`src/design/vfc_pkg.sv`:
```
`default_nettype none

package vfc_pkg;

  localparam int CoordW   = 4;
  localparam int HalfW    = 4;
  localparam int KindW    = 3;
  localparam int SideW    = 3;
  localparam int TileW    = 8;
  localparam int RegW     = 40;
  localparam int CfgIdxW  = 1;
  localparam int NumSides = 6;
  localparam int InDataW  = 24;
  localparam int OutDataW = 40;

  localparam logic [1:0] OP_WR_VOXEL = 2'd0;
  localparam logic [1:0] OP_WR_PLANE = 2'd1;
  localparam logic [1:0] OP_QUERY    = 2'd2;

  localparam logic [SideW-1:0] SIDE_TOP      = 3'd0;
  localparam logic [SideW-1:0] SIDE_BOTTOM   = 3'd1;
  localparam logic [SideW-1:0] SIDE_LEFT     = 3'd2;
  localparam logic [SideW-1:0] SIDE_RIGHT    = 3'd3;
  localparam logic [SideW-1:0] SIDE_FORWARD  = 3'd4;
  localparam logic [SideW-1:0] SIDE_BACKWARD = 3'd5;

  localparam logic [KindW-1:0] KIND_AIR = 3'd0;
  localparam logic [KindW-1:0] KIND_MAX = 3'd5;

  localparam logic [CfgIdxW-1:0] REG_TILE_COL = 1'b0;
  localparam logic [CfgIdxW-1:0] REG_TILE_ROW = 1'b1;

  typedef enum logic [1:0] {
    CMD_WR_VOXEL,
    CMD_WR_PLANE,
    CMD_QUERY
  } cmd_op_t;

  typedef struct packed {
    cmd_op_t                 op;
    logic [CoordW-1:0]       x;
    logic [CoordW-1:0]       y;
    logic [CoordW-1:0]       z;
    logic [KindW-1:0]        kind;
    logic [SideW-1:0]        side;
    logic                    solid;
    logic [NumSides-1:0]     at_edge;
    logic [HalfW-1:0]        xm;
    logic [HalfW-1:0]        xp;
    logic [HalfW-1:0]        ym;
    logic [HalfW-1:0]        yp;
    logic [HalfW-1:0]        zm;
    logic [HalfW-1:0]        zp;
  } cmd_t;

  typedef struct packed {
    logic [CoordW-1:0] x;
    logic [CoordW-1:0] y;
    logic [CoordW-1:0] z;
    logic [SideW-1:0]  dir;
    logic [KindW-1:0]  kind;
    logic [TileW-1:0]  col;
    logic [TileW-1:0]  row;
    logic              last;
  } face_t;

  typedef enum logic [2:0] {
    ST_CLEAR,
    ST_IDLE,
    ST_RDB,
    ST_EVAL,
    ST_EMIT
  } back_state_t;

endpackage

`default_nettype wire

```
`src/design/vfc_cmd_fifo.sv`:
```
`default_nettype none

module vfc_cmd_fifo (
  input  wire            clk,
  input  wire            rst_n,
  input  wire            push,
  input  vfc_pkg::cmd_t  push_cmd,
  output logic           full,
  input  wire            pop,
  output logic           head_valid,
  output vfc_pkg::cmd_t  head_cmd
);

  localparam int Depth = 2;
  localparam int PtrW  = $clog2(Depth);

  vfc_pkg::cmd_t   slot [Depth];
  logic [PtrW-1:0] wr_ptr_r, wr_ptr_nxt;
  logic [PtrW-1:0] rd_ptr_r, rd_ptr_nxt;
  logic [PtrW:0]   count_r, count_nxt;

  always_comb begin
    wr_ptr_nxt = push ? wr_ptr_r + 1'b1 : wr_ptr_r;
    rd_ptr_nxt = pop  ? rd_ptr_r + 1'b1 : rd_ptr_r;
    count_nxt  = count_r;
    if (push && !pop) begin
      count_nxt = count_r + 1'b1;
    end else if (pop && !push) begin
      count_nxt = count_r - 1'b1;
    end
  end

  always_ff @(posedge clk) begin
    if (!rst_n) begin
      wr_ptr_r <= '0;
      rd_ptr_r <= '0;
      count_r  <= '0;
    end else begin
      wr_ptr_r <= wr_ptr_nxt;
      rd_ptr_r <= rd_ptr_nxt;
      count_r  <= count_nxt;
    end
  end

  always_ff @(posedge clk) begin
    if (push) begin
      slot[wr_ptr_r] <= push_cmd;
    end
  end

  assign full       = count_r == (PtrW + 1)'(Depth);
  assign head_valid = count_r != '0;
  assign head_cmd   = slot[rd_ptr_r];

endmodule

`default_nettype wire

```
`config.mk`:
```
export PLATFORM = sky130hd
export DESIGN_NAME = vfc_cmd_fifo
export DESIGN_NICKNAME = d
export VERILOG_FILES = /design/src/design/vfc_pkg.sv /design/src/design/vfc_cmd_fifo.sv
export SDC_FILE = /design/constraint.sdc
export NUM_CORES = 1
export LEC_CHECK = 0
export BUFFER_PORTS_ARGS = -buffer_cell sky130_fd_sc_hd__clkbuf_2
export CAP_MARGIN = 20
export CORE_MARGIN = 10
export CORE_UTILIZATION = 49
export CTS_CLUSTER_SIZE = 20
export DETAILED_ROUTE_END_ITERATION = 8
export PLACE_DENSITY = 0.73
export SKIP_LAST_GASP = 1
export SYNTH_ARGS = -nofsm -noshare
export SYNTH_HDL_FRONTEND = slang
export SYNTH_SLANG_ARGS = --single-unit
```
`constraint.sdc`:
```
create_clock -name clk -period 7.87 [get_ports clk]
set_input_delay 1.9675 -clock clk [delete_from_list [all_inputs] [get_ports clk]]
set_output_delay 1.9675 -clock clk [all_outputs]
set_load 0.03 [all_outputs]
```
Yosys cells after proc, flatten, opt, wreduce, memory -nomap -nowiden
Memory sizes are Yosys's and may differ from the RTL's. A register that Yosys moved wholly into a read port is not among the register bits.
Cells that the tools add are included.
{"block": "totals", "reg_bits": 4, "ram_bits": 102, "inputBits": 55, "output_inout_bits": 53, "elab_cells": 21, "mem_count": 1}
{"memory": "slot", "depth": 2, "word_bits": 51, "rd": 1, "rd_clocked_by_memory_dff": 1, "wr": 1, "line_no": "vfc_cmd_fifo.sv:17", "source": "vfc_pkg::cmd_t slot [Depth];"}
{"block": "classes", "addsub": 4, "n_eq_ne": 1, "muxes": 6, "reduce_logical": 6}
{"operator": "1-bit 2-to-1 mux", "count": 4}
{"operator": "2-bit 2-to-1 mux", "count": 2}
{"operator": "2-bit nonzero test", "count": 2}
{"operator": "1-bit adder, second input constant", "count": 2}
{"operator": "2-bit by 1-bit adder with 2-bit output, second input constant", "count": 1}
{"operator": "2-bit equality test, second input constant", "count": 1}
{"operator": "1-bit logical AND", "count": 2}
{"operator": "1-bit logical NOT", "count": 2}
{"operator": "2-bit by 1-bit subtractor with 2-bit output, second input constant", "count": 1}

Longest topological paths before layout
{"block": "logic_depth", "ltp_word": 4, "mapped_depth": 5, "ltp_nobuf": 5}

Worst setup path before layout
OpenSTA, ideal clock, no wires.
{"block": "synth_path", "kind": "input to register", "startpoint": "in push", "endpoint": "mem slot[0][0] in the netlist's numbering, enable pin", "setup_ps": 467, "t_arrival_ps": 4258, "t_required_ps": 7403, "setup_slack_ps": 3145, "path_stages": 1, "n_path_buf": 0, "cell_sequence": "nor2b_1"}
{"block": "synth_between", "elab_chain_len": 2}
{"element": "from (decl)", "line_no": "vfc_cmd_fifo.sv:6", "source": "input wire push,"}
{"element": "1-bit 2-to-1 mux", "line_no": "vfc_cmd_fifo.sv:46", "source": "if (push) begin"}
{"element": "1-bit 2-to-1 mux (implied by the code)", "line_no": "vfc_cmd_fifo.sv:47", "source": "slot[wr_ptr_r] <= push_cmd;"}
{"element": "to (decl)", "line_no": "vfc_cmd_fifo.sv:17"}
Every way passes these cells.

==> results.py <==
metrics = {
    "sta": {
        "report.final.hold_viol_count": 0,
        "maxSlewViolCount": 0,
        "setup_slack_ps": 3819,
        "relSlewSlack_pct": 54.08,
        "period_minus_slack_ps": 4051,
        "setup_viol_count_final": 0,
        "tns_ps": 0,
        "rsz0062_at_grt": "no",
        "finalCritPeriodShare_pct": 51.48,
        "clock_skew_ps": 6.123,
        "max_freq_mhz": 246.8,
        "tightest_slew_ps": 688.9,
    },
    "clocking": {
        "post-cts-setup-buffers": 0,
        "cts-htree-levels": 3,
        "cts.sinks": 107,
        "clk_path_buf_depth": 2,
        "cts.clk_slew.worst_paths_ps": 90,
        "tritoncts": "yes",
        "cts-root-buf": "clkbuf_8",
        "clkLatencyLatePin_ps": 340,
        "ctsResizeCount": 0,
        "cts_buffers": 9,
        "ctsHoldBuffers": 0,
    },
    "route": {
        "dr_total_vias": 1927,
        "routed_via_density": 4.782,
        "wl_per_cell_um": 17.53,
        "route.detailed.drc": 0,
        "dr.first_iter.drc_count": 71,
        "drtPass1Iterations": 4,
        "ant_nets": 0,
        "drt_wl_total_um": 7066,
    },
    "placement": {
        "pre_cts_ws_ps": 4166,
        "numPortBuffers": 107,
        "dp_hpwl_um": 4889,
        "gp_congestion": 0.7061,
    },
    "floorplan": {
        "die_h_um": 109.2,
        "core_area_um2": 7727,
        "num_io_pins": 108,
        "die_area_um2": 11930,
        "num_rows": 32,
        "die-width_um": 109.2,
        "start_util_pct": 50.49,
    },
    "run_status": {
        "status": "finished, final reports clean",
    },
    "global_routing": {
        "grt_pass1_vias": 2216,
        "antenna_found_initial": 0,
        "track_usage_pct": 11.86,
        "grt_max_degree": 53,
        "grt_overflow": 0,
        "grt_pass1_wl_um": 10760,
    },
    "finish": {
        "post-route-util_pct": 61.11,
        "num_antenna_cells": 0,
        "post_route_cells_drive_above_1_share_pct": 59.47,
        "num-nets-final": 352,
        "area_growth_syn_to_layout_pct": 21.04,
    },
    "yosys": {
        "ys_seq_area_share_pct": 81.08,
        "synth_edf_count": 102,
        "synth.avg_cell_area_um2": 21.55,
        "synth_seq_cells": 107,
        "syn_area_um2": 3901,
        "synth.distinct_cells": 17,
        "synthesis.nets": 237,
        "synth_top_flop_cell": "edfxtp_1",
        "netlist_instances": 181,
        "async_reset_ff_share_pct": 0,
        "yosys_warnings": 0,
    },
    "worst_setup_path": {
        "end_kind": "output pin",
        "crit_required_ps": 5900,
        "cp-start-kind": "flip-flop",
        "reg2reg_depth": 2,
        "arrival_ps": 2080,
        "rr_startpoint": "wr_ptr_r",
        "setup.reg_to_reg.worst_slack_ps": 6160,
        "r2r_end": "slot[1][49]",
        "criticalPathCategory": "flip-flop to output pin",
        "path_max_fanout": 31,
    },
    "hold_path": {
        "hp-class": "flip-flop to flip-flop",
        "holdPathStages": 2,
        "worstHoldEndpoint": "count_r[1]",
        "hold_start": "count_r[1]",
    },
    "job": {
        "maxCapViolations": 0,
    },
    "power_and_ir_drop": {
        "power_density_nw_per_um2": 238.2,
        "ir_worst_vdd_mv": 0.1233,
        "leakage_nw": 1.794,
    },
}
## how the worst max path moves through the flow
stage                     startpoint            to  slack, ps  depth (start not counted)
after global placement     flip-flop  head_cmd[46]       4160                          3
after global routing       flip-flop  head_cmd[46]       3690                          3
after detailed placement   flip-flop  head_cmd[46]       4170                          3
after CTS                  flip-flop  head_cmd[46]       3760                          3
final                      flip-flop  head_cmd[46]       3820                          3
after floorplan                 push    slot[0][0]       3150                          1
## cells in the final DEF, fill, tap and decap left out
cell type,n
and2b_2,1
o21ai_0,1
clkinv_1,3
clkinvlp_4,2
xnor2_1,1
buf_4,3
a21boi_1,1
clkinv_4,1
or2_2,1
and2_1,3
mux2_2,51
clkbuf_8,9
edfxtp_1,102
xor2_1,2
ha_1,1
and2_2,1
inv_1,1
dfxtp_1,4
nor2b_4,1
o21a_1,1
inv_6,1
nor2b_1,1
or3_1,1
clkbuf_2,107
dfxtp_2,1
## per-layer routing
layer	GRT usage (%)	part of all wire (%)	vias to the layer above
met5	0	0	-
met4	4.461	0.79	0
met3	4.130	7.3	6
met2	20.31	51	59
met1	13.42	41	929
li1	-	-	933
## cells by family after synthesis
family / share of synthesized area (%)
flops: 81.08
mux: 14.72
simple gates: 1.507
buf+inv: 1.187
compound gates: 0.5132
xor+xnor: 0.6736
fa+ha+maj: 0.3207
## report_power, final
group	leakage [nW]	total, mW	switching, mW	internal, mW
Sequential	0.999	0.668	0.0115	0.656
Clock	0.0784	0.288	0.175	0.114
Combinational	0.717	0.169	0.107	0.0617
Total	1.79	1.12	0.293	0.832
## sequential cells by signal (all words and copies together) (netlist names), named ones only
signal,flops
slot,102
wr_ptr_r,1
count_r,2
rd_ptr_r,1
## area by class of cell
type                            count  area (um^2)
Tap cell                          102        127.6
Timing Repair Buffer              110        558.0
Clock inverter                      7        43.79
Inverter                            1        3.754
Fill cell                         602         3005
Sequential cell                   107         3164
Multi-Input combinational cell     67        700.7
Clock buffer                        9        123.9
## per-stage QoR
step	power [mW]	cells	hold slack (ps)	cell area, um^2
after detailed placement	0.8538	387	500.5	4554
after global routing	1.176	403	552.6	4722
final	1.125	403	532.8	4722
after CTS	1.143	403	514.2	4722
after global placement	0.8500	387	482.5	4554
after floorplan	0.7980	181	461.2	3901
## critical path, stage by stage, from the launching register on
cell      delay [ps]
dfxtp_2          660
buf_4            480
mux2_2           410
clkbuf_2         190
## cells in the mapped netlist, types with 2 or more instances
cell type,number,share of area (%)
and2_1,4,0.64
xor2_1,2,0.45
nor2b_1,2,0.32
dfxtp_1,5,2.6
edfxtp_1,102,79
buf_4,5,0.96
mux2_2,51,15
Note: power is estimated with default switching activity, not from simulation.
