<file path="src/design/vfc_pkg.sv">
`default_nettype none

package vfc_pkg;

  localparam int CoordW   = 4;
  localparam int HalfW    = 4;
  localparam int KindW    = 3;
  localparam int SideW    = 3;
  localparam int TileW    = 8;
  localparam int RegW     = 40;
  localparam int CfgIdxW  = 1;
  localparam int NumSides = 6;
  localparam int InDataW  = 24;
  localparam int OutDataW = 40;

  localparam logic [1:0] OP_WR_VOXEL = 2'd0;
  localparam logic [1:0] OP_WR_PLANE = 2'd1;
  localparam logic [1:0] OP_QUERY    = 2'd2;

  localparam logic [SideW-1:0] SIDE_TOP      = 3'd0;
  localparam logic [SideW-1:0] SIDE_BOTTOM   = 3'd1;
  localparam logic [SideW-1:0] SIDE_LEFT     = 3'd2;
  localparam logic [SideW-1:0] SIDE_RIGHT    = 3'd3;
  localparam logic [SideW-1:0] SIDE_FORWARD  = 3'd4;
  localparam logic [SideW-1:0] SIDE_BACKWARD = 3'd5;

  localparam logic [KindW-1:0] KIND_AIR = 3'd0;
  localparam logic [KindW-1:0] KIND_MAX = 3'd5;

  localparam logic [CfgIdxW-1:0] REG_TILE_COL = 1'b0;
  localparam logic [CfgIdxW-1:0] REG_TILE_ROW = 1'b1;

  typedef enum logic [1:0] {
    CMD_WR_VOXEL,
    CMD_WR_PLANE,
    CMD_QUERY
  } cmd_op_t;

  typedef struct packed {
    cmd_op_t                 op;
    logic [CoordW-1:0]       x;
    logic [CoordW-1:0]       y;
    logic [CoordW-1:0]       z;
    logic [KindW-1:0]        kind;
    logic [SideW-1:0]        side;
    logic                    solid;
    logic [NumSides-1:0]     at_edge;
    logic [HalfW-1:0]        xm;
    logic [HalfW-1:0]        xp;
    logic [HalfW-1:0]        ym;
    logic [HalfW-1:0]        yp;
    logic [HalfW-1:0]        zm;
    logic [HalfW-1:0]        zp;
  } cmd_t;

  typedef struct packed {
    logic [CoordW-1:0] x;
    logic [CoordW-1:0] y;
    logic [CoordW-1:0] z;
    logic [SideW-1:0]  dir;
    logic [KindW-1:0]  kind;
    logic [TileW-1:0]  col;
    logic [TileW-1:0]  row;
    logic              last;
  } face_t;

  typedef enum logic [2:0] {
    ST_CLEAR,
    ST_IDLE,
    ST_RDB,
    ST_EVAL,
    ST_EMIT
  } back_state_t;

endpackage

`default_nettype wire

</file>
<file path="src/design/vfc_front.sv">
`default_nettype none

module vfc_front #(
  parameter int EDGE_SIZE = 16
) (
  input  wire                          in_tvalid,
  output logic                         in_tready,
  input  wire [vfc_pkg::InDataW-1:0]   in_tdata,
  input  wire [1:0]                    in_tuser,
  input  wire                          q_full,
  input  wire                          clearing,
  output logic                         push,
  output vfc_pkg::cmd_t                cmd
);

  logic [vfc_pkg::CoordW-1:0] px, py, pz;
  logic [vfc_pkg::KindW-1:0]  kind;
  logic [vfc_pkg::SideW-1:0]  side;
  logic                       solid;
  logic                       x_ok, y_ok, z_ok, plane_ok, cmd_ok;

  assign px    = in_tdata[3:0];
  assign py    = in_tdata[7:4];
  assign pz    = in_tdata[11:8];
  assign kind  = in_tdata[14:12];
  assign side  = in_tdata[17:15];
  assign solid = in_tdata[18];

  assign x_ok = 32'(px) < EDGE_SIZE;
  assign y_ok = 32'(py) < EDGE_SIZE;
  assign z_ok = 32'(pz) < EDGE_SIZE;

  // boundary writes only check the two coordinates that index the plane
  always_comb begin
    unique case (side) inside
      vfc_pkg::SIDE_TOP, vfc_pkg::SIDE_BOTTOM:       plane_ok = x_ok && z_ok;
      vfc_pkg::SIDE_LEFT, vfc_pkg::SIDE_RIGHT:       plane_ok = y_ok && z_ok;
      vfc_pkg::SIDE_FORWARD, vfc_pkg::SIDE_BACKWARD: plane_ok = x_ok && y_ok;
      default:                                       plane_ok = 1'b0;
    endcase
  end

  always_comb begin
    cmd       = '0;
    cmd.op    = vfc_pkg::CMD_QUERY;
    cmd.x     = px;
    cmd.y     = py;
    cmd.z     = pz;
    cmd.kind  = kind;
    cmd.side  = side;
    cmd.solid = solid;
    cmd.at_edge[vfc_pkg::SIDE_TOP]      = 32'(py) == EDGE_SIZE - 1;
    cmd.at_edge[vfc_pkg::SIDE_BOTTOM]   = py == '0;
    cmd.at_edge[vfc_pkg::SIDE_LEFT]     = px == '0;
    cmd.at_edge[vfc_pkg::SIDE_RIGHT]    = 32'(px) == EDGE_SIZE - 1;
    cmd.at_edge[vfc_pkg::SIDE_FORWARD]  = 32'(pz) == EDGE_SIZE - 1;
    cmd.at_edge[vfc_pkg::SIDE_BACKWARD] = pz == '0;
    // half coordinates of the neighbors, i.e. their address inside a parity bank
    cmd.xm = vfc_pkg::HalfW'((5'(px) - 5'd1) >> 1);
    cmd.xp = vfc_pkg::HalfW'((5'(px) + 5'd1) >> 1);
    cmd.ym = vfc_pkg::HalfW'((5'(py) - 5'd1) >> 1);
    cmd.yp = vfc_pkg::HalfW'((5'(py) + 5'd1) >> 1);
    cmd.zm = vfc_pkg::HalfW'((5'(pz) - 5'd1) >> 1);
    cmd.zp = vfc_pkg::HalfW'((5'(pz) + 5'd1) >> 1);
    cmd_ok = 1'b0;
    unique case (in_tuser)
      vfc_pkg::OP_WR_VOXEL: begin
        cmd.op = vfc_pkg::CMD_WR_VOXEL;
        cmd_ok = x_ok && y_ok && z_ok && (kind <= vfc_pkg::KIND_MAX);
      end
      vfc_pkg::OP_WR_PLANE: begin
        cmd.op = vfc_pkg::CMD_WR_PLANE;
        cmd_ok = plane_ok;
      end
      vfc_pkg::OP_QUERY: begin
        cmd.op = vfc_pkg::CMD_QUERY;
        cmd_ok = x_ok && y_ok && z_ok;
      end
      default: cmd_ok = 1'b0;
    endcase
  end

  assign in_tready = !q_full && !clearing;
  // items that do nothing are taken and dropped here
  assign push      = in_tvalid && in_tready && cmd_ok;

endmodule

`default_nettype wire

</file>
<file path="config.mk">
export PLATFORM = sky130hd
export DESIGN_NAME = vfc_front
export DESIGN_NICKNAME = d
export VERILOG_FILES = /design/src/design/vfc_pkg.sv /design/src/design/vfc_front.sv
export SDC_FILE = /design/constraint.sdc
export NUM_CORES = 1
export LEC_CHECK = 0
export BUFFER_PORTS_ARGS = -buffer_cell sky130_fd_sc_hd__buf_2
export CAP_MARGIN = 20
export CORE_AREA = 2 2 41 50
export DETAILED_ROUTE_END_ITERATION = 6
export DIE_AREA = 0 0 43 52
export PLACE_DENSITY = 0.86
export SLEW_MARGIN = 30
export SYNTH_ARGS = -nofsm -noshare
export SYNTH_HDL_FRONTEND = slang
export SYNTH_SLANG_ARGS = --single-unit
export TNS_END_PERCENT = 100
</file>
<file path="constraint.sdc">
create_clock -name vclk -period 1.1
set_input_delay 0.22 -clock vclk [all_inputs]
set_output_delay 0.22 -clock vclk [all_outputs]
set_load 0.005 [all_outputs]
</file>
* Word level (Yosys, flattened, before mapping)
Index checks and enable logic that the tools add are counted.
Widths: inputs -> output; s select.
** Word-level totals
- Register bits :: 0
- Output and inout bits :: 53
** Operators by class
- Reduce and logical (&&, ||, !) cells :: 11
- $lt $le $gt $ge :: 1
- Add/sub/neg operators :: 6
- Eq/ne operators :: 10
- Mux-type cells :: 3
** Operator list (count)
- $add 4x1->5 const B :: 3
- $sub 4x1->5 const B :: 3
- $eq 4x4->1 const B :: 3
- $logic_not 4->1 :: 3
- $eq 3x2->1 const B :: 2
- $eq 3x3->1 const B :: 2
- $reduce_or 6->1 :: 1
- $pmux 2 s2 :: 1
- $eq 3x1->1 const B :: 1
- $le 3x3->1 const B :: 1
- $logic_and 1x1->1 :: 3
- $logic_not 3->1 :: 1
- $pmux 1 s3 :: 1
- $eq 2x1->1 const B :: 1
- $eq 2x2->1 const B :: 1
- $logic_not 1->1 :: 2
- $logic_not 2->1 :: 1
- $mux 1 :: 1

* Depth between registers and ports, before layout
Gate-level depths: netlist of the first run.
- Depth after elaboration :: 5
- Depth in mapped cells :: 3
- Gate-level depth less buffers :: 3

* Worst setup path before layout of the first run
OpenSTA, ideal clock, no wires.
- Kind :: input-to-output
- Start point :: input in_tdata[4] (netlist name)
- End point :: output cmd[24] (netlist name)
- Path buffers :: 1
- Arrival :: 0.743 ns
- Setup slack :: 0.137 ns
- Stages :: 3
- Cells stage by stage :: ha_1 > and3_1 > buf_4
** RTL lines
- from (decl) :: line vfc_front.sv:8 : input wire [vfc_pkg::InDataW-1:0] in_tdata,
- to (decl) :: line vfc_front.sv:13 : output vfc_pkg::cmd_t cmd

==> results.ini, run 1 <==
[power_and_ir_drop]
switching_power_uw = 156
seqPwrFrac_pct = 0
p_leak_nw = 0.522
power.density_mw_per_mm2 = 373
p_clk_share_pct = 0
netSwitchingFraction_pct = 47.7
p_int_uw = 172
combPwrFrac_pct = 100.0
ir_worst_vdd_uv = 151
power_uw = 328

[route]
routed_wl_um = 1520
dr.first_iter.drc_count = 5
ant_nets = 0
dr.pass1.iters = 4
drc_errors = 0
vias_per_cell = 4.52
vias = 633
routedWlPerCell_um = 10.9

[floorplanning]
die_x_um = 43
io_pins = 82
fp.coreArea_sq_mm = 0.00179
rows = 17
fp.dieH_um = 52
start_util_pct = 31.9
die_area_sq_mm = 0.00224

[finish]
register_area_sq_um = 0
drive_gt1_share_pct = 76.9
fin_util_pct = 49.2
nClkBuffers = 0
seq_cell_count = 0
multi_input_area_sq_um = 418
nets = 159
diodes = 0
nFillCells = 184
area_delta_synth_final_pct = 53.9

[timing]
post-route-period-util_pct = 98.1
setup_viol = 0
relSlewSlack_pct = 88.5
fmax_ghz = 0.926
hold_viol_final = 0
fin_crit_ns = 1.08
tightest_slew_ns = 0.173
rsz0062_at_grt = yes
slew_viol_final = 0

[setup_path]
cp_top_family = buffers and inverters
endpoint_kind = primary output
slowest_stage = ha_2
cp_cell_sequence = clkbuf_4 > ha_2 > and3_1 > buf_2
cp-start-kind = primary input
crit_arrival_ns = 0.86
worst_path_largest_cell_delay_ns = 0.19
crit_buf_inv = 2
worstSetupPathType = primary input to primary output
cp_max_fo = 5
required_ns = 0.88

[placement]
place.gp.congestion = 0.681
port_buffers = 71
dpl.hpwl_um = 1230

[synthesis]
synth_fp_nets = 111
synth.avg_cell_area_sq_um = 7.61
ys.warnings.count = 0
synth.area.top_cells = buf_4 29%, ha_1 15%, xor2_1 14%
synth_seq_area_share_pct = 0
syn_area_sq_um = 571
synth_top_area_cell = buf_4
synthCells = 75
synth_top_cell_area_share_pct = 28.9
ys_types = 17

[worst_hold_path]
hold_depth = 0
min_to = cmd[31]
hold_start = in_tdata[15]
worstHoldPathType = primary input to primary output

[grt]
grt_first_pass_wirelength_um = 2090
grt_max_degree = 9
grt-ovfl-total = 0
grtUsageTotal_pct = 11.1
grt_pass1_vias = 522
grt_antenna_before_repair = 0

[job]
cap_viol_max_count = 0

[clock_tree]
hold_buffers = 0

[outcome]
status = completed

power groups by stage:
stage               registers (mW)  logic [mW]  clock network [mW]
finish                           0       0.328                   0
global route                     0       0.361                   0
CTS                              0       0.304                   0
detailed placement               0       0.291                   0
global placement                 0       0.279                   0
floorplan                        0       0.175                   0
cells by family after synthesis:
kind of cell	after synthesis	share of synthesized area, %
adder cells (fa/ha/maj)	7	15.4
AO/OA/AOI/OAI	2	2.85
XOR/XNOR	12	18.4
buffers and inverters	36	39.9
AND/OR/NAND/NOR	18	23.5
placed cells by master, fill, tap and decap left out, types with 2 or more instances in the layout:
cell,synthesis,routed
buf_2,2,63
xor2_1,9,9
nor3b_2,0,6
inv_1,10,4
inv_2,0,4
buf_4,22,4
nand3_1,3,3
xnor2_1,3,3
and3_1,3,3
ha_4,0,3
ha_2,0,3
clkbuf_4,0,3
inv_4,0,2
nor2_1,2,2
nor3_2,2,2
metrics by stage:
step	hold WS [ns]	std cells	worst slack (ns)	TNS, ns	cell area (sq um)
final	0.440	140	0.0206	0	878
after global routing	0.440	140	-0.0157	-0.0754	878
after CTS	0.440	140	-0.00454	-0.00614	813
after detailed placement	0.440	140	-0.0704	-0.398	767
after global placement	0.440	140	-0.0370	-0.0738	767
after floorplan	0.467	75	0.137	0	571
synthesized netlist by cell type:
cell type and n:
nor3_2 2, xor2_1 9, nand4bb_1 1, a21oi_1 1
nand3_1 3, clkbuf_1 1, buf_4 22, ha_1 7
buf_2 2, nor3_4 1, and3_1 3, inv_1 10
o2111a_1 1, nor3b_1 6, buf_6 1, xnor2_1 3
nor2_1 2
how the worst max path moves through the flow:
stage                      startpoint      end  slack (ns)  depth (start not counted)
final                     in_tdata[4]  cmd[24]        0.02                          4
after global routing      in_tdata[1]  cmd[22]       -0.02                          5
after CTS                 in_tdata[1]  cmd[22]      -0.005                          5
after detailed placement  in_tdata[0]  cmd[21]       -0.07                          5
after global placement    in_tdata[0]  cmd[21]       -0.04                          5
after floorplan           in_tdata[4]  cmd[24]        0.14                          3
routing by layer:
metal  vias to the layer above  part of all wire [%]  GRT usage, %
met5                         -                     0             0
met4                         0                     0             0
met3                         0                    10             0
met2                        38                    62          28.0
met1                       283                    27          9.30
li1                        312                     -             -
layout make-up:
| cell class | instances | area share [%] |
|---|---|---|
| well taps | 19 | 2.71 |
| inverters | 10 | 4.84 |
| multi-input cells | 39 | 47.6 |
| repair buffers | 72 | 44.9 |
timing repair:
action	in CTS	in global routing
pin swaps	2	2
setup endpoints to repair	17	19
buffers inserted	0	0
gates resized for setup	14	21
gates cloned	0	0
(Power assumes the default switching activity.)
==> run 2: changes to the inputs <==
--- a/config.mk
+++ b/config.mk
@@ -7,10 +7,13 @@
 export LEC_CHECK = 0
 export BUFFER_PORTS_ARGS = -buffer_cell sky130_fd_sc_hd__buf_2
 export CAP_MARGIN = 20
-export CORE_AREA = 2 2 41 50
+export CELL_PAD_IN_SITES_DETAIL_PLACEMENT = 1
+export CELL_PAD_IN_SITES_GLOBAL_PLACEMENT = 2
+export CORE_AREA = 2 2 67 69
 export DETAILED_ROUTE_END_ITERATION = 6
-export DIE_AREA = 0 0 43 52
-export PLACE_DENSITY = 0.86
+export DIE_AREA = 0 0 69 71
+export PLACE_DENSITY_LB_ADDON = 0.1
+export SETUP_SLACK_MARGIN = 0.05
 export SLEW_MARGIN = 30
 export SYNTH_ARGS = -nofsm -noshare
 export SYNTH_HDL_FRONTEND = slang
==> results.ini, run 2 (synthesis gave the netlist of run 1 again) <==
[route]
dr.pass1.iters = 4  ; unchanged
drc_errors = 0  ; unchanged
vias_per_cell = 3.75  ; -17%
routedWlPerCell_um = 10.3  ; -5.0%
dr.first_iter.drc_count = 8  ; +3
ant_nets = 0  ; unchanged
routed_wl_um = 1870  ; +23%
vias = 678  ; +7.1%

[floorplanning]
die_x_um = 69  ; +60%
start_util_pct = 13.6  ; -18 points
rows = 24  ; +7
io_pins = 82  ; unchanged
fp.coreArea_sq_mm = 0.00420  ; +140%
fp.dieH_um = 71  ; +37%
die_area_sq_mm = 0.00490  ; +120%

[setup_path]
worst_path_largest_cell_delay_ns = 0.15  ; -0.04 ns
endpoint_kind = primary output
cp_max_fo = 3  ; -2
slowest_stage = xor2_1
cp_cell_sequence = buf_8 > buf_6 > nor3_4 > xor2_1 > buf_2
worstSetupPathType = primary input to primary output
cp-start-kind = primary input
required_ns = 0.88  ; about the same
crit_arrival_ns = 0.83  ; -0.03 ns

[finish]
diodes = 0  ; unchanged
nClkBuffers = 0  ; unchanged
nets = 167  ; +5.0%
drive_gt1_share_pct = 81.4  ; +4.5 points
final_common_cell = buf_2
area_delta_synth_final_pct = 95.8
fin_util_pct = 26.6  ; -23 points
final_cell_mix = 62 x buf_2, 9 x xor2_1, 8 x buf_4, 6 x ha_4, 6 x buf_6
fin_cells = 181  ; +29%
register_area_sq_um = 0  ; unchanged
seq_cell_count = 0  ; unchanged

[outcome]
status = completed

[worst_hold_path]
hold_start = in_tdata[15]
hold_depth = 0  ; unchanged
worstHoldPathType = primary input to primary output
min_to = cmd[31]

[power_and_ir_drop]
p_leak_nw = 0.597  ; +14%
combPwrFrac_pct = 100.0  ; about the same
power_uw = 404  ; +23%
power.density_mw_per_mm2 = 362  ; -3.1%
netSwitchingFraction_pct = 45.0  ; -2.7 points
p_int_uw = 222  ; +30%
switching_power_uw = 182  ; +16%
ir_worst_vdd_uv = 114  ; -24%
p_clk_share_pct = 0  ; unchanged
seqPwrFrac_pct = 0  ; unchanged

[clock_tree]
hold_buffers = 0  ; unchanged

[placement]
placedCellCount = 178  ; +27%
dpl.hpwl_um = 1570  ; +28%
place.gp.congestion = 0.655  ; -3.8%
port_buffers = 71  ; unchanged

[grt]
grt-ovfl-total = 0  ; unchanged
grt_max_degree = 9  ; unchanged
grt_antenna_before_repair = 0  ; unchanged
grt_first_pass_wirelength_um = 2860  ; +37%
grt_pass1_vias = 622  ; +19%
grtUsageTotal_pct = 6.63  ; -4.5 points

[timing]
fmax_ghz = 0.954  ; +3.0%
setup_viol = 0  ; unchanged
tightest_slew_ns = 0.175  ; +0.00196 ns
rsz0062_at_grt = yes
fin_crit_ns = 1.05  ; -0.0312 ns
holdWs_ns = 0.440  ; unchanged
post-route-period-util_pct = 95.3  ; -2.8 points
hold_viol_final = 0  ; unchanged
relSlewSlack_pct = 88.4  ; -0.13 points
slew_viol_final = 0  ; unchanged

[job]
cap_viol_max_count = 0  ; unchanged

==> run 2: cell count changes in the layout (fill, tap and decap cells not counted), moves of 3 or more <==
cell / before / now
buf_4: 4 / 8
inv_4: 2 / 5
clkbuf_4: 3 / 0
buf_6: 1 / 6
ha_4: 3 / 6
inv_2: 4 / 0
==> run 2: per-layer routing <==
metal	GRT usage [%]	share of wire [%]
met1	7.01	32
met2	14.4	59
met3	0.712	9.2
met4	0.218	0
met5	0	0
==> run 2: area by class of cell <==
type	count	area, sq um
fillers	527	3090
inverters	10	55.1
well taps	52	65.1
repair buffers	80	503
multi-input cells	39	494
==> run 2: power by group through the flow <==
stage                     clock [mW]  combinational [mW]  sequential [mW]
after global placement             0               0.314                0
final                              0               0.404                0
after CTS                          0               0.361                0
after detailed placement           0               0.315                0
after floorplan                    0               0.175                0
after global routing               0               0.448                0
==> run 2: through the flow <==
stage | setup TNS [ns] | setup slack [ns] | cell area [sq um]
finish | 0 | 0.0519 | 1120
global route | 0 | 0.00954 | 1120
CTS | 0 | 0.0337 | 978
floorplan | 0 | 0.137 | 571
global placement | -0.558 | -0.0800 | 846
detailed placement | -0.639 | -0.0969 | 846
==> run 2: worst max path at each step <==
| stage | from | end | cells past startpoint |
|---|---|---|---|
| after global placement | in_tdata[0] | cmd[21] | 5 |
| after floorplan | in_tdata[4] | cmd[24] | 3 |
| after CTS | in_tdata[8] | cmd[5] | 5 |
| after detailed placement | in_tdata[0] | cmd[21] | 5 |
| after global routing | in_tdata[1] | cmd[22] | 5 |
| final | in_tdata[1] | cmd[22] | 5 |
==> run 2: worst max-delay path, delay by kind of cell <==
kind / cells / cell delay [ns]
and+or+nand+nor: 1 / 0.11
xor gates and xnor gates: 1 / 0.15
buffers and inverters: 3 / 0.35
==> run 2: timing repair <==
item	in CTS	in global routing
pin swaps	3	6
resized for setup	37	27
setup endpoints to repair	28	21
buffers inserted	0	3
